===== config.mk =====
export PLATFORM = sky130hd
export DESIGN_NAME = audio_header_parser_flat
export DESIGN_NICKNAME = d
export VERILOG_FILES = /design/src/ahp_pkg.sv /design/src/ahp_in_if.sv /design/src/ahp_out_if.sv /design/src/ahp_parser.sv /design/src/ahp_out_reg.sv /design/src/audio_header_parser.sv /design/src/flat_wrapper.sv
export SDC_FILE = /design/constraint.sdc
export NUM_CORES = 2
export LEC_CHECK = 0
export BUFFER_PORTS_ARGS = -buffer_cell sky130_fd_sc_hd__buf_2
export CAP_MARGIN = 15
export CORE_ASPECT_RATIO = 0.8
export CORE_UTILIZATION = 58
export CTS_BUF_LIST = sky130_fd_sc_hd__clkbuf_16
export CTS_CLUSTER_SIZE = 25
export DETAILED_ROUTE_END_ITERATION = 16
export PLACE_DENSITY = 0.89
export SLEW_MARGIN = 15
export SYNTH_ARGS = -nofsm -noshare
export SYNTH_HDL_FRONTEND = slang
export SYNTH_HIERARCHICAL = 1
export SYNTH_SLANG_ARGS = --single-unit

===== constraint.sdc =====
create_clock -name clk -period 7.1 [get_ports clk]
set_input_delay 2.13 -clock clk [delete_from_list [all_inputs] [get_ports clk]]
set_output_delay 2.13 -clock clk [all_outputs]
set_load 0.02 [all_outputs]

===== src/ahp_pkg.sv =====
// Shared types and constants of the audio header parser.
`default_nettype none

package ahp_pkg;

    // parse phases
    localparam logic [3:0] PH_IDLE  = 4'd0;
    localparam logic [3:0] PH_MAGIC = 4'd1;
    localparam logic [3:0] PH_WAV   = 4'd2;
    localparam logic [3:0] PH_AU    = 4'd3;
    localparam logic [3:0] PH_SKIP  = 4'd4;
    localparam logic [3:0] PH_DATA  = 4'd5;
    localparam logic [3:0] PH_HALT  = 4'd6;

    // result kinds
    localparam logic [1:0] KIND_DESC = 2'd0;
    localparam logic [1:0] KIND_DATA = 2'd1;
    localparam logic [1:0] KIND_ERR  = 2'd2;

    // status codes
    localparam logic [3:0] ST_OK       = 4'd0;
    localparam logic [3:0] ST_MAGIC    = 4'd1;
    localparam logic [3:0] ST_NOT_WAVE = 4'd2;
    localparam logic [3:0] ST_NO_FMT   = 4'd3;
    localparam logic [3:0] ST_ENCODING = 4'd4;
    localparam logic [3:0] ST_BITS     = 4'd5;
    localparam logic [3:0] ST_INCONS   = 4'd6;
    localparam logic [3:0] ST_NO_DATA  = 4'd7;
    localparam logic [3:0] ST_SHORT_AU = 4'd8;

    // sample formats
    localparam logic [1:0] FMT_U8    = 2'd0;
    localparam logic [1:0] FMT_S16LE = 2'd1;
    localparam logic [1:0] FMT_S8    = 2'd2;
    localparam logic [1:0] FMT_S16BE = 2'd3;

    // container magic words, big-endian as they arrive
    localparam logic [31:0] MAGIC_RIFF = 32'h52494646;
    localparam logic [31:0] MAGIC_AU   = 32'h2e736e64;
    localparam logic [31:0] MAGIC_WAVE = 32'h57415645;
    localparam logic [31:0] MAGIC_FMT  = 32'h666d7420;
    localparam logic [31:0] MAGIC_DATA = 32'h64617461;

    localparam logic [31:0] AU_MIN_OFFSET = 32'd24;

    typedef struct packed {
        logic [1:0]  result_kind;
        logic [3:0]  status;
        logic [1:0]  sample_format;
        logic [31:0] channel_count;
        logic [31:0] rate_hz;
        logic [4:0]  sample_bits;
        logic [31:0] payload_bytes;
        logic [7:0]  sample_byte;
    } res_t;

endpackage

`default_nettype wire


===== src/ahp_in_if.sv =====
// Input channel of the audio header parser: one file byte per beat.
`default_nettype none

interface ahp_in_if;
    logic       valid;
    logic       ready;
    logic [7:0] file_byte;
    logic       start_of_file;

    modport source (output valid, output file_byte, output start_of_file, input ready);
    modport sink   (input valid, input file_byte, input start_of_file, output ready);
endinterface

`default_nettype wire


===== src/ahp_out_if.sv =====
// Result channel of the audio header parser: one descriptor, data byte or error per beat.
`default_nettype none

interface ahp_out_if;
    logic        valid;
    logic        ready;
    logic [1:0]  result_kind;
    logic [3:0]  status;
    logic [1:0]  sample_format;
    logic [31:0] channel_count;
    logic [31:0] rate_hz;
    logic [4:0]  sample_bits;
    logic [31:0] payload_bytes;
    logic [7:0]  sample_byte;

    modport source (output valid, output result_kind, output status, output sample_format,
                    output channel_count, output rate_hz, output sample_bits,
                    output payload_bytes, output sample_byte, input ready);
    modport sink   (input valid, input result_kind, input status, input sample_format,
                    input channel_count, input rate_hz, input sample_bits,
                    input payload_bytes, input sample_byte, output ready);
endinterface

`default_nettype wire


===== src/ahp_parser.sv =====
// Header parse state and per-byte decode logic.
`default_nettype none

module ahp_parser (
    input  wire logic         clk,
    input  wire logic         rst_n,
    input  wire logic         accept,
    input  wire logic [7:0]   file_byte,
    input  wire logic         start_of_file,
    output ahp_pkg::res_t     res,
    output logic              res_valid
);

    logic [3:0]  phase_reg,  phase_next;
    logic [31:0] pos_reg,    pos_next;
    logic [31:0] ws_reg,     ws_next;
    logic [31:0] ch_reg,     ch_next;
    logic [31:0] rate_reg,   rate_next;
    logic [31:0] brate_reg,  brate_next;
    logic [15:0] balign_reg, balign_next;
    logic [4:0]  bits_reg,   bits_next;
    logic [31:0] offset_reg, offset_next;
    logic [31:0] size_reg,   size_next;
    logic [1:0]  fmt_reg,    fmt_next;
    logic [47:0] prod_reg;

    always_ff @(posedge clk or negedge rst_n)
    begin
        if (!rst_n)
        begin
            phase_reg  <= ahp_pkg::PH_IDLE;
            pos_reg    <= '0;
            ws_reg     <= '0;
            ch_reg     <= '0;
            rate_reg   <= '0;
            brate_reg  <= '0;
            balign_reg <= '0;
            bits_reg   <= '0;
            offset_reg <= '0;
            size_reg   <= '0;
            fmt_reg    <= '0;
        end
        else if (accept)
        begin
            phase_reg  <= phase_next;
            pos_reg    <= pos_next;
            ws_reg     <= ws_next;
            ch_reg     <= ch_next;
            rate_reg   <= rate_next;
            brate_reg  <= brate_next;
            balign_reg <= balign_next;
            bits_reg   <= bits_next;
            offset_reg <= offset_next;
            size_reg   <= size_next;
            fmt_reg    <= fmt_next;
        end
    end

    // block align * rate, ready well before bits per sample arrives two bytes later
    always_ff @(posedge clk)
    begin
        prod_reg <= {32'd0, balign_reg} * {16'd0, rate_reg};
    end

    logic [31:0] ws_new;
    logic [15:0] sw16;
    logic [31:0] sw32;
    logic [32:0] exp_align;
    logic        emit_desc;
    logic        emit_data;
    logic        emit_err;
    logic [3:0]  err_code;

    always_comb
    begin
        // a start byte sees a cleared parse context
        phase_next  = start_of_file ? ahp_pkg::PH_MAGIC : phase_reg;
        pos_next    = start_of_file ? '0 : pos_reg;
        ws_next     = start_of_file ? '0 : ws_reg;
        ch_next     = start_of_file ? '0 : ch_reg;
        rate_next   = start_of_file ? '0 : rate_reg;
        brate_next  = start_of_file ? '0 : brate_reg;
        balign_next = start_of_file ? '0 : balign_reg;
        bits_next   = start_of_file ? '0 : bits_reg;
        offset_next = start_of_file ? '0 : offset_reg;
        size_next   = start_of_file ? '0 : size_reg;
        fmt_next    = start_of_file ? '0 : fmt_reg;

        ws_new    = {ws_next[23:0], file_byte};
        sw16      = {ws_new[7:0], ws_new[15:8]};
        sw32      = {ws_new[7:0], ws_new[15:8], ws_new[23:16], ws_new[31:24]};
        exp_align = (sw16 == 16'd16) ? {ch_next, 1'b0} : {1'b0, ch_next};

        emit_desc = 1'b0;
        emit_data = 1'b0;
        emit_err  = 1'b0;
        err_code  = ahp_pkg::ST_OK;

        case (phase_next)
            ahp_pkg::PH_DATA:
            begin
                emit_data = 1'b1;
            end
            ahp_pkg::PH_SKIP:
            begin
                if (pos_next == offset_next)
                begin
                    phase_next = ahp_pkg::PH_DATA;
                    emit_data  = 1'b1;
                end
                else
                begin
                    pos_next = pos_next + 32'd1;
                end
            end
            ahp_pkg::PH_MAGIC:
            begin
                if (pos_next == 32'd3)
                begin
                    if (ws_new == ahp_pkg::MAGIC_RIFF)
                        phase_next = ahp_pkg::PH_WAV;
                    else if (ws_new == ahp_pkg::MAGIC_AU)
                        phase_next = ahp_pkg::PH_AU;
                    else
                    begin
                        emit_err = 1'b1;
                        err_code = ahp_pkg::ST_MAGIC;
                    end
                end
            end
            ahp_pkg::PH_WAV:
            begin
                case (pos_next)
                    32'd11:
                        if (ws_new != ahp_pkg::MAGIC_WAVE)
                        begin
                            emit_err = 1'b1;
                            err_code = ahp_pkg::ST_NOT_WAVE;
                        end
                    32'd15:
                        if (ws_new != ahp_pkg::MAGIC_FMT)
                        begin
                            emit_err = 1'b1;
                            err_code = ahp_pkg::ST_NO_FMT;
                        end
                    32'd21:
                        if (sw16 != 16'd1)
                        begin
                            emit_err = 1'b1;
                            err_code = ahp_pkg::ST_ENCODING;
                        end
                    32'd23: ch_next     = {16'd0, sw16};
                    32'd27: rate_next   = sw32;
                    32'd31: brate_next  = sw32;
                    32'd33: balign_next = sw16;
                    32'd35:
                    begin
                        if (sw16 == 16'd8 || sw16 == 16'd16)
                        begin
                            bits_next = sw16[4:0];
                            fmt_next  = (sw16 == 16'd8) ? ahp_pkg::FMT_U8
                                                        : ahp_pkg::FMT_S16LE;
                            if (({17'd0, balign_next} != exp_align) ||
                                (prod_reg != {16'd0, brate_next}))
                            begin
                                emit_err = 1'b1;
                                err_code = ahp_pkg::ST_INCONS;
                            end
                        end
                        else
                        begin
                            emit_err = 1'b1;
                            err_code = ahp_pkg::ST_BITS;
                        end
                    end
                    32'd39:
                        if (ws_new != ahp_pkg::MAGIC_DATA)
                        begin
                            emit_err = 1'b1;
                            err_code = ahp_pkg::ST_NO_DATA;
                        end
                    32'd43:
                    begin
                        size_next  = sw32;
                        phase_next = ahp_pkg::PH_DATA;
                        emit_desc  = 1'b1;
                    end
                    default: ;
                endcase
            end
            ahp_pkg::PH_AU:
            begin
                case (pos_next)
                    32'd7:  offset_next = ws_new;
                    32'd11: size_next   = ws_new;
                    32'd15:
                        if (ws_new == 32'd2)
                        begin
                            bits_next = 5'd8;
                            fmt_next  = ahp_pkg::FMT_S8;
                        end
                        else if (ws_new == 32'd3)
                        begin
                            bits_next = 5'd16;
                            fmt_next  = ahp_pkg::FMT_S16BE;
                        end
                        else
                        begin
                            emit_err = 1'b1;
                            err_code = ahp_pkg::ST_ENCODING;
                        end
                    32'd19: rate_next = ws_new;
                    32'd23:
                    begin
                        ch_next = ws_new;
                        if (offset_next < ahp_pkg::AU_MIN_OFFSET)
                        begin
                            emit_err = 1'b1;
                            err_code = ahp_pkg::ST_SHORT_AU;
                        end
                        else
                        begin
                            phase_next = (offset_next == ahp_pkg::AU_MIN_OFFSET)
                                       ? ahp_pkg::PH_DATA : ahp_pkg::PH_SKIP;
                            emit_desc  = 1'b1;
                        end
                    end
                    default: ;
                endcase
            end
            default: ;
        endcase

        // header phases shift the byte in and advance the position
        if (phase_next == ahp_pkg::PH_MAGIC || phase_next == ahp_pkg::PH_WAV ||
            phase_next == ahp_pkg::PH_AU ||
            ((phase_reg == ahp_pkg::PH_MAGIC || phase_reg == ahp_pkg::PH_WAV ||
              phase_reg == ahp_pkg::PH_AU || start_of_file) && !emit_data))
        begin
            if (start_of_file || phase_reg == ahp_pkg::PH_MAGIC ||
                phase_reg == ahp_pkg::PH_WAV || phase_reg == ahp_pkg::PH_AU)
            begin
                ws_next  = ws_new;
                pos_next = pos_next + 32'd1;
            end
        end

        if (emit_err)
            phase_next = ahp_pkg::PH_HALT;

        res = '0;
        if (emit_desc)
        begin
            res.result_kind   = ahp_pkg::KIND_DESC;
            res.sample_format = fmt_next;
            res.channel_count = ch_next;
            res.rate_hz       = rate_next;
            res.sample_bits   = bits_next;
            res.payload_bytes = size_next;
        end
        else if (emit_data)
        begin
            res.result_kind = ahp_pkg::KIND_DATA;
            res.sample_byte = file_byte;
        end
        else if (emit_err)
        begin
            res.result_kind = ahp_pkg::KIND_ERR;
            res.status      = err_code;
        end

        res_valid = accept && (emit_desc || emit_data || emit_err);
    end

`ifndef ASSERT_OFF
    a_err_status: assert property (@(posedge clk) disable iff (!rst_n)
        res_valid && res.result_kind == ahp_pkg::KIND_ERR |-> res.status != ahp_pkg::ST_OK)
        else $error("error result with ok status");

    a_desc_bits: assert property (@(posedge clk) disable iff (!rst_n)
        res_valid && res.result_kind == ahp_pkg::KIND_DESC
        |-> (res.sample_bits == 5'd8 || res.sample_bits == 5'd16))
        else $error("descriptor with bad sample width");

    a_err_halts: assert property (@(posedge clk) disable iff (!rst_n)
        res_valid && res.result_kind == ahp_pkg::KIND_ERR |=> phase_reg == ahp_pkg::PH_HALT)
        else $error("parse did not halt after error");

    a_desc_enters_body: assert property (@(posedge clk) disable iff (!rst_n)
        res_valid && res.result_kind == ahp_pkg::KIND_DESC
        |=> (phase_reg == ahp_pkg::PH_DATA || phase_reg == ahp_pkg::PH_SKIP))
        else $error("descriptor without entering the data body");
`endif

endmodule

`default_nettype wire


===== src/ahp_out_reg.sv =====
// Result register between the parser and the result channel.
`default_nettype none

module ahp_out_reg (
    input  wire logic           clk,
    input  wire logic           rst_n,
    input  wire logic           load,
    input  wire ahp_pkg::res_t  res,
    input  wire logic           res_valid,
    output logic                room,
    ahp_out_if.source           result_ch
);

    logic          valid_reg, valid_next;
    ahp_pkg::res_t data_reg;

    // room for a new beat when empty or the current one leaves this cycle
    assign room = !valid_reg || result_ch.ready;

    always_comb
    begin
        valid_next = valid_reg;
        if (load)
            valid_next = res_valid;
        else if (result_ch.ready)
            valid_next = 1'b0;
    end

    always_ff @(posedge clk or negedge rst_n)
    begin
        if (!rst_n)
            valid_reg <= 1'b0;
        else
            valid_reg <= valid_next;
    end

    always_ff @(posedge clk)
    begin
        if (load && res_valid)
            data_reg <= res;
    end

    assign result_ch.valid         = valid_reg;
    assign result_ch.result_kind   = data_reg.result_kind;
    assign result_ch.status        = data_reg.status;
    assign result_ch.sample_format = data_reg.sample_format;
    assign result_ch.channel_count = data_reg.channel_count;
    assign result_ch.rate_hz       = data_reg.rate_hz;
    assign result_ch.sample_bits   = data_reg.sample_bits;
    assign result_ch.payload_bytes = data_reg.payload_bytes;
    assign result_ch.sample_byte   = data_reg.sample_byte;

endmodule

`default_nettype wire


===== src/audio_header_parser.sv =====
// Top level of the audio header parser: WAV / AU header decode and data pass-through.
//
// Usage:
//   file_ch   (sink)   one file byte per beat; start_of_file marks byte 0 of a new
//                      file and restarts the parse from any phase.
//   result_ch (source) at most one result beat per input beat: a header descriptor,
//                      a passed-through data byte, or an error code.
//   Bytes 0-3 pick RIFF/WAVE (fixed 44-byte header) or big-endian AU (24-byte
//   header, then skip to the data offset). After an error the block drops bytes
//   until the next start_of_file; before the first start it drops them too.
// Output: each result is registered and appears on result_ch in the cycle after the byte that causes it.
// Throughput: one byte per cycle while result_ch.ready stays high; the decode of
//   each byte fits in the single stage between parse state and result registers.
// Stall: file_ch.ready falls only while a result is held and result_ch.ready is
//   low; bytes that give no result still need that room, so the stream pauses
//   with the receiver.
// Reset: rst_n (async, active low) clears the parse state to idle and empties
//   the result register.
`default_nettype none

module audio_header_parser (
    input  wire logic   clk,
    input  wire logic   rst_n,
    ahp_in_if.sink      file_ch,
    ahp_out_if.source   result_ch
);

    logic          room;
    logic          accept;
    ahp_pkg::res_t res;
    logic          res_valid;

    // a byte is taken whenever the result register can take its result
    assign file_ch.ready = room;
    assign accept        = file_ch.valid && room;

    ahp_parser u_parser (
        .clk           (clk),
        .rst_n         (rst_n),
        .accept        (accept),
        .file_byte     (file_ch.file_byte),
        .start_of_file (file_ch.start_of_file),
        .res           (res),
        .res_valid     (res_valid)
    );

    ahp_out_reg u_out_reg (
        .clk       (clk),
        .rst_n     (rst_n),
        .load      (accept),
        .res       (res),
        .res_valid (res_valid),
        .room      (room),
        .result_ch (result_ch)
    );

endmodule

`default_nettype wire

===== src/flat_wrapper.sv =====
// flat-port wrapper written by rule: the top's interface ports become plain ports
module audio_header_parser_flat 
  (clk, rst_n, file_ch_valid, file_ch_file_byte, file_ch_start_of_file, file_ch_ready, result_ch_valid, result_ch_result_kind, result_ch_status, result_ch_sample_format, result_ch_channel_count, result_ch_rate_hz, result_ch_sample_bits, result_ch_payload_bytes, result_ch_sample_byte, result_ch_ready);
  ahp_in_if file_ch_i ();
  ahp_out_if result_ch_i ();
  input  wire logic clk;
  input  wire logic rst_n;
  input wire logic [$bits(file_ch_i.valid)-1:0] file_ch_valid;
  input wire logic [$bits(file_ch_i.file_byte)-1:0] file_ch_file_byte;
  input wire logic [$bits(file_ch_i.start_of_file)-1:0] file_ch_start_of_file;
  output wire logic [$bits(file_ch_i.ready)-1:0] file_ch_ready;
  output wire logic [$bits(result_ch_i.valid)-1:0] result_ch_valid;
  output wire logic [$bits(result_ch_i.result_kind)-1:0] result_ch_result_kind;
  output wire logic [$bits(result_ch_i.status)-1:0] result_ch_status;
  output wire logic [$bits(result_ch_i.sample_format)-1:0] result_ch_sample_format;
  output wire logic [$bits(result_ch_i.channel_count)-1:0] result_ch_channel_count;
  output wire logic [$bits(result_ch_i.rate_hz)-1:0] result_ch_rate_hz;
  output wire logic [$bits(result_ch_i.sample_bits)-1:0] result_ch_sample_bits;
  output wire logic [$bits(result_ch_i.payload_bytes)-1:0] result_ch_payload_bytes;
  output wire logic [$bits(result_ch_i.sample_byte)-1:0] result_ch_sample_byte;
  input wire logic [$bits(result_ch_i.ready)-1:0] result_ch_ready;
  assign file_ch_i.valid = file_ch_valid;
  assign file_ch_i.file_byte = file_ch_file_byte;
  assign file_ch_i.start_of_file = file_ch_start_of_file;
  assign file_ch_ready = file_ch_i.ready;
  assign result_ch_valid = result_ch_i.valid;
  assign result_ch_result_kind = result_ch_i.result_kind;
  assign result_ch_status = result_ch_i.status;
  assign result_ch_sample_format = result_ch_i.sample_format;
  assign result_ch_channel_count = result_ch_i.channel_count;
  assign result_ch_rate_hz = result_ch_i.rate_hz;
  assign result_ch_sample_bits = result_ch_i.sample_bits;
  assign result_ch_payload_bytes = result_ch_i.payload_bytes;
  assign result_ch_sample_byte = result_ch_i.sample_byte;
  assign result_ch_i.ready = result_ch_ready;
  audio_header_parser u_core (.clk(clk), .rst_n(rst_n), .file_ch(file_ch_i), .result_ch(result_ch_i));
endmodule

==> metrics.csv <==
stage,metric,value,unit
sta,WHS,0.4968,ns
cts,CTS tree,built,
yosys,Synth async-reset ratio,0.5966,
critical_path,CP Launch Type,register,
power_and_ir_drop,worst vdd ir,0.0002031,V
floorplan,die area,65330,um2
yosys,Syn Std Cell Area,37300,um2
critical_path,Worst EP arrival,7.42,ns
sta,fmax,144.5,MHz
power_and_ir_drop,internal power,3.914,mW
critical_path,worst path required time,7.60,ns
routing,drt via density,6.402,
yosys,cell taking the most area after synthesis,fa_1,
yosys,top-count cell post-synth,inv_1,
sta,Setup WS post-layout,0.1778,ns
global_route,total gr overflow,0,
cts,clk sink count,409,
power_and_ir_drop,Seq pwr share,0.483,
cts,CTS H-tree depth,2,
floorplan,CORE AREA,63100,um2
floorplan,die width,285.5,um
floorplan,num ports,132,
power_and_ir_drop,Sw Ratio,0.2953,
critical_path,Worst path max stage delay,0.59,ns
yosys,syn nets,4604,
yosys,syn_area_per_cell,9.209,um2
global_route,vias in the first global route,31812,
layout,Final Instance Area,40870,um2
critical_path,"slowest stage cell, crit path",dfrtp_1,
layout,# fillers,4841,
place,placed cell areas,39300,um2
routing,routed len/inst,23.75,um
run_status,status,finished clean,
floorplan,starting density of the core,0.5911,
yosys,"Seq/Total Area, Yosys",0.2837,
place,RePlAce Congestion,1.028,
critical_path,CP Depth,21,
critical_path,"critical path, cell by cell",buf_4 -> nand2_1 -> fa_1 -> fa_1 -> fa_1 -> inv_1 -> fa_1 -> fa_1 -> inv_1 -> fa_1 -> inv_1 -> ha_1 -> a21oi_1 -> inv_1 -> o21ai_0 -> nor3_2 -> or3_4 -> a41oi_2 -> o21bai_2 -> a31oi_1 -> xnor2_1,
hold_path,WHS Path Cells,1,
yosys,top post-synthesis cells by area,"fa_1, dfrtp_1, edfxtp_1",
sta,RSZ-0062 raised after global routing,no,
yosys,most instantiated cells after synthesis,"inv_1, nand2_1, fa_1",
global_route,largest net degree at the start of global routing,157,
sta,# setup viols final,0,
critical_path,WP buf/inv,5,
place,Place WS,-0.2492,ns
layout,final core utilization,0.6477,
sta,count of final hold-check violations,0,
routing,initial detailed-routing violation count,4242,
critical_path,endpoint class of the critical path,register,
sta,Slew HR,0.1851,
place,Cells after DPL,4884,
power_and_ir_drop,Clk pwr share,0.412,
job,Max Cap Violations,0,
routing,drt pass-1 iters,6,
sta,Tmin final,6.922,ns
global_route,initial antenna violation count,3,
layout,fraction of layout cells with a size suffix above 1,0.1176,
cts,Clock Latency Late Sink,0.59,ns
cts,TritonCTS buffer count,42,
floorplan,Die Ht,228.8,um
yosys,Synth cell types,102,
cts,Root Driver,clkbuf_16,
routing,routed vias,31793,
routing,routed wire length,117900,um
layout,Finished Layout Cells,4966,
critical_path,kind of critical path,reg -> reg,
critical_path,critical path's top delay family,adder cells,
place,Port Buffer Count,131,
power_and_ir_drop,P per Cell Area,135.9,nW/um2
floorplan,row count,82,
place,post-detail-place hpwl,84700,um
hold_path,min-delay worst type,reg -> reg,
critical_path,CP max FO,16,
critical_path,Register-to-Register Path Depth,21,
layout,area grow syn2layout,9.584,%
yosys,post-synth top area share,0.2244,
yosys,Synth Register Bits,409,
routing,final antenna-violating net count,0,
critical_path,cell mode on critical path,fa_1,
layout,# nets final,4643,
sta,Slew Limit Fails,0,
power_and_ir_drop,Logic pwr share,0.105,
yosys,top_reg_cell synth,dfrtp_1,
yosys,synth warn,6,
global_route,first-pass GRT wire length,183100,um
power_and_ir_drop,leakage power figure,17.90,nW
sta,Least-Margin Pin Slew,1.218,ns
routing,remaining routing DRC violations,0,
cts,CTS Hold Bufs,0,
cts,Longest Clk Path Bufs,3,
sta,clk_skew,0.02056,ns
global_route,Tot GR Track Use,0.3618,
yosys,Post-synth EDFFs,117,
cts,Clock transition at path regs,0.07,ns
yosys,Synth Instances,4050,
sta,Tcrit/Tclk final,0.9750,
layout,max FFs per register,48,
power_and_ir_drop,P_sw,1.640,mW
==> routing by layer <==
layer | up-vias | part of all wire | routed length [um] | global-route usage
met5 | - | 0.00056 | 66 | 0
met4 | 6 | 0.051 | 6008 | 0.1661
met3 | 431 | 0.14 | 16850 | 0.1199
met2 | 2231 | 0.43 | 51140 | 0.5287
met1 | 15584 | 0.37 | 43860 | 0.4884
li1 | 13541 | - | - | -
==> cell usage in the layout (no fill, tap or decap), drive strengths merged, types with 97 or more instances in the layout <==
cell	synthesis	routed
buf	30	302
fa	418	418
a21oi	198	198
nor2	290	290
inv	493	504
edfxtp	117	117
a22oi	131	131
ha	123	123
and2	243	243
dfrtp	244	244
o21ai	97	97
nand2	459	459
==> power groups by stage <==
stage / registers (mW) / logic, mW / clock network [mW]
5_1_grt: 2.67 / 0.618 / 2.39
4_1_cts: 2.66 / 0.559 / 2.30
3_3_place_gp: 2.70 / 0.546 / 0
3_5_place_dp: 2.70 / 0.554 / 0
6_report: 2.68 / 0.586 / 2.29
2_1_floorplan: 2.57 / 0.403 / 0
==> layout make-up <==
cell class / count / area (um2) / share of cell area
clock buffer: 44 / 1101 / 0.02694
timing repair buffer: 302 / 2106 / 0.05152
antenna: 3 / 7.507 / 0.0001837
sequential: 409 / 10600 / 0.2592
inverter: 493 / 1852 / 0.04531
clock inverter: 34 / 295.3 / 0.007225
multi-input combinational: 2841 / 23860 / 0.5839
tap: 840 / 1051 / 0.02571
==> final timing paths <==
kind	start	to	slack, ns
setup / recovery	u_core/u_parser/balign_reg[3]$_DFFE_PN0P_	u_core/u_parser/prod_reg[42]$_DFF_P_	0.18
hold / removal	u_core/u_parser/bits_reg[0]$_DFFE_PN0P_	u_core/u_parser/bits_reg[0]$_DFFE_PN0P_	0.50
setup reg to reg	u_core/u_parser/balign_reg[3]$_DFFE_PN0P_	u_core/u_parser/prod_reg[42]$_DFF_P_	0.18
hold reg to reg	u_core/u_parser/bits_reg[0]$_DFFE_PN0P_	u_core/u_parser/bits_reg[0]$_DFFE_PN0P_	0.50
max in group asynchronous	rst_n	u_core/u_parser/rate_reg[30]$_DFFE_PN0P_	4.10
min in group asynchronous	rst_n	u_core/u_parser/offset_reg[28]$_DFFE_PN0P_	1.58
==> through the flow <==
stage               power (mW)  TNS, ns
finish                   5.554        0
global route             5.687        0
CTS                      5.518        0
detailed placement       3.258  -0.6970
global placement         3.246  -0.1056
floorplan                2.973        0
==> cell families after synthesis <==
group	share of synthesized area
AND/OR/NAND/NOR	0.1816
buffers and inverters	0.08149
AO/OA/AOI/OAI	0.1405
adder cells (fa/ha/maj)	0.2656
flip-flops	0.2837
XOR/XNOR	0.02701
multiplexers	0.02013
==> repair_timing <==
action,CTS,global route
pin swaps,0,6
resized for setup,3,34
setup endpoints to repair,5,13
setup buffers,0,1
(Power assumes the default switching activity.)
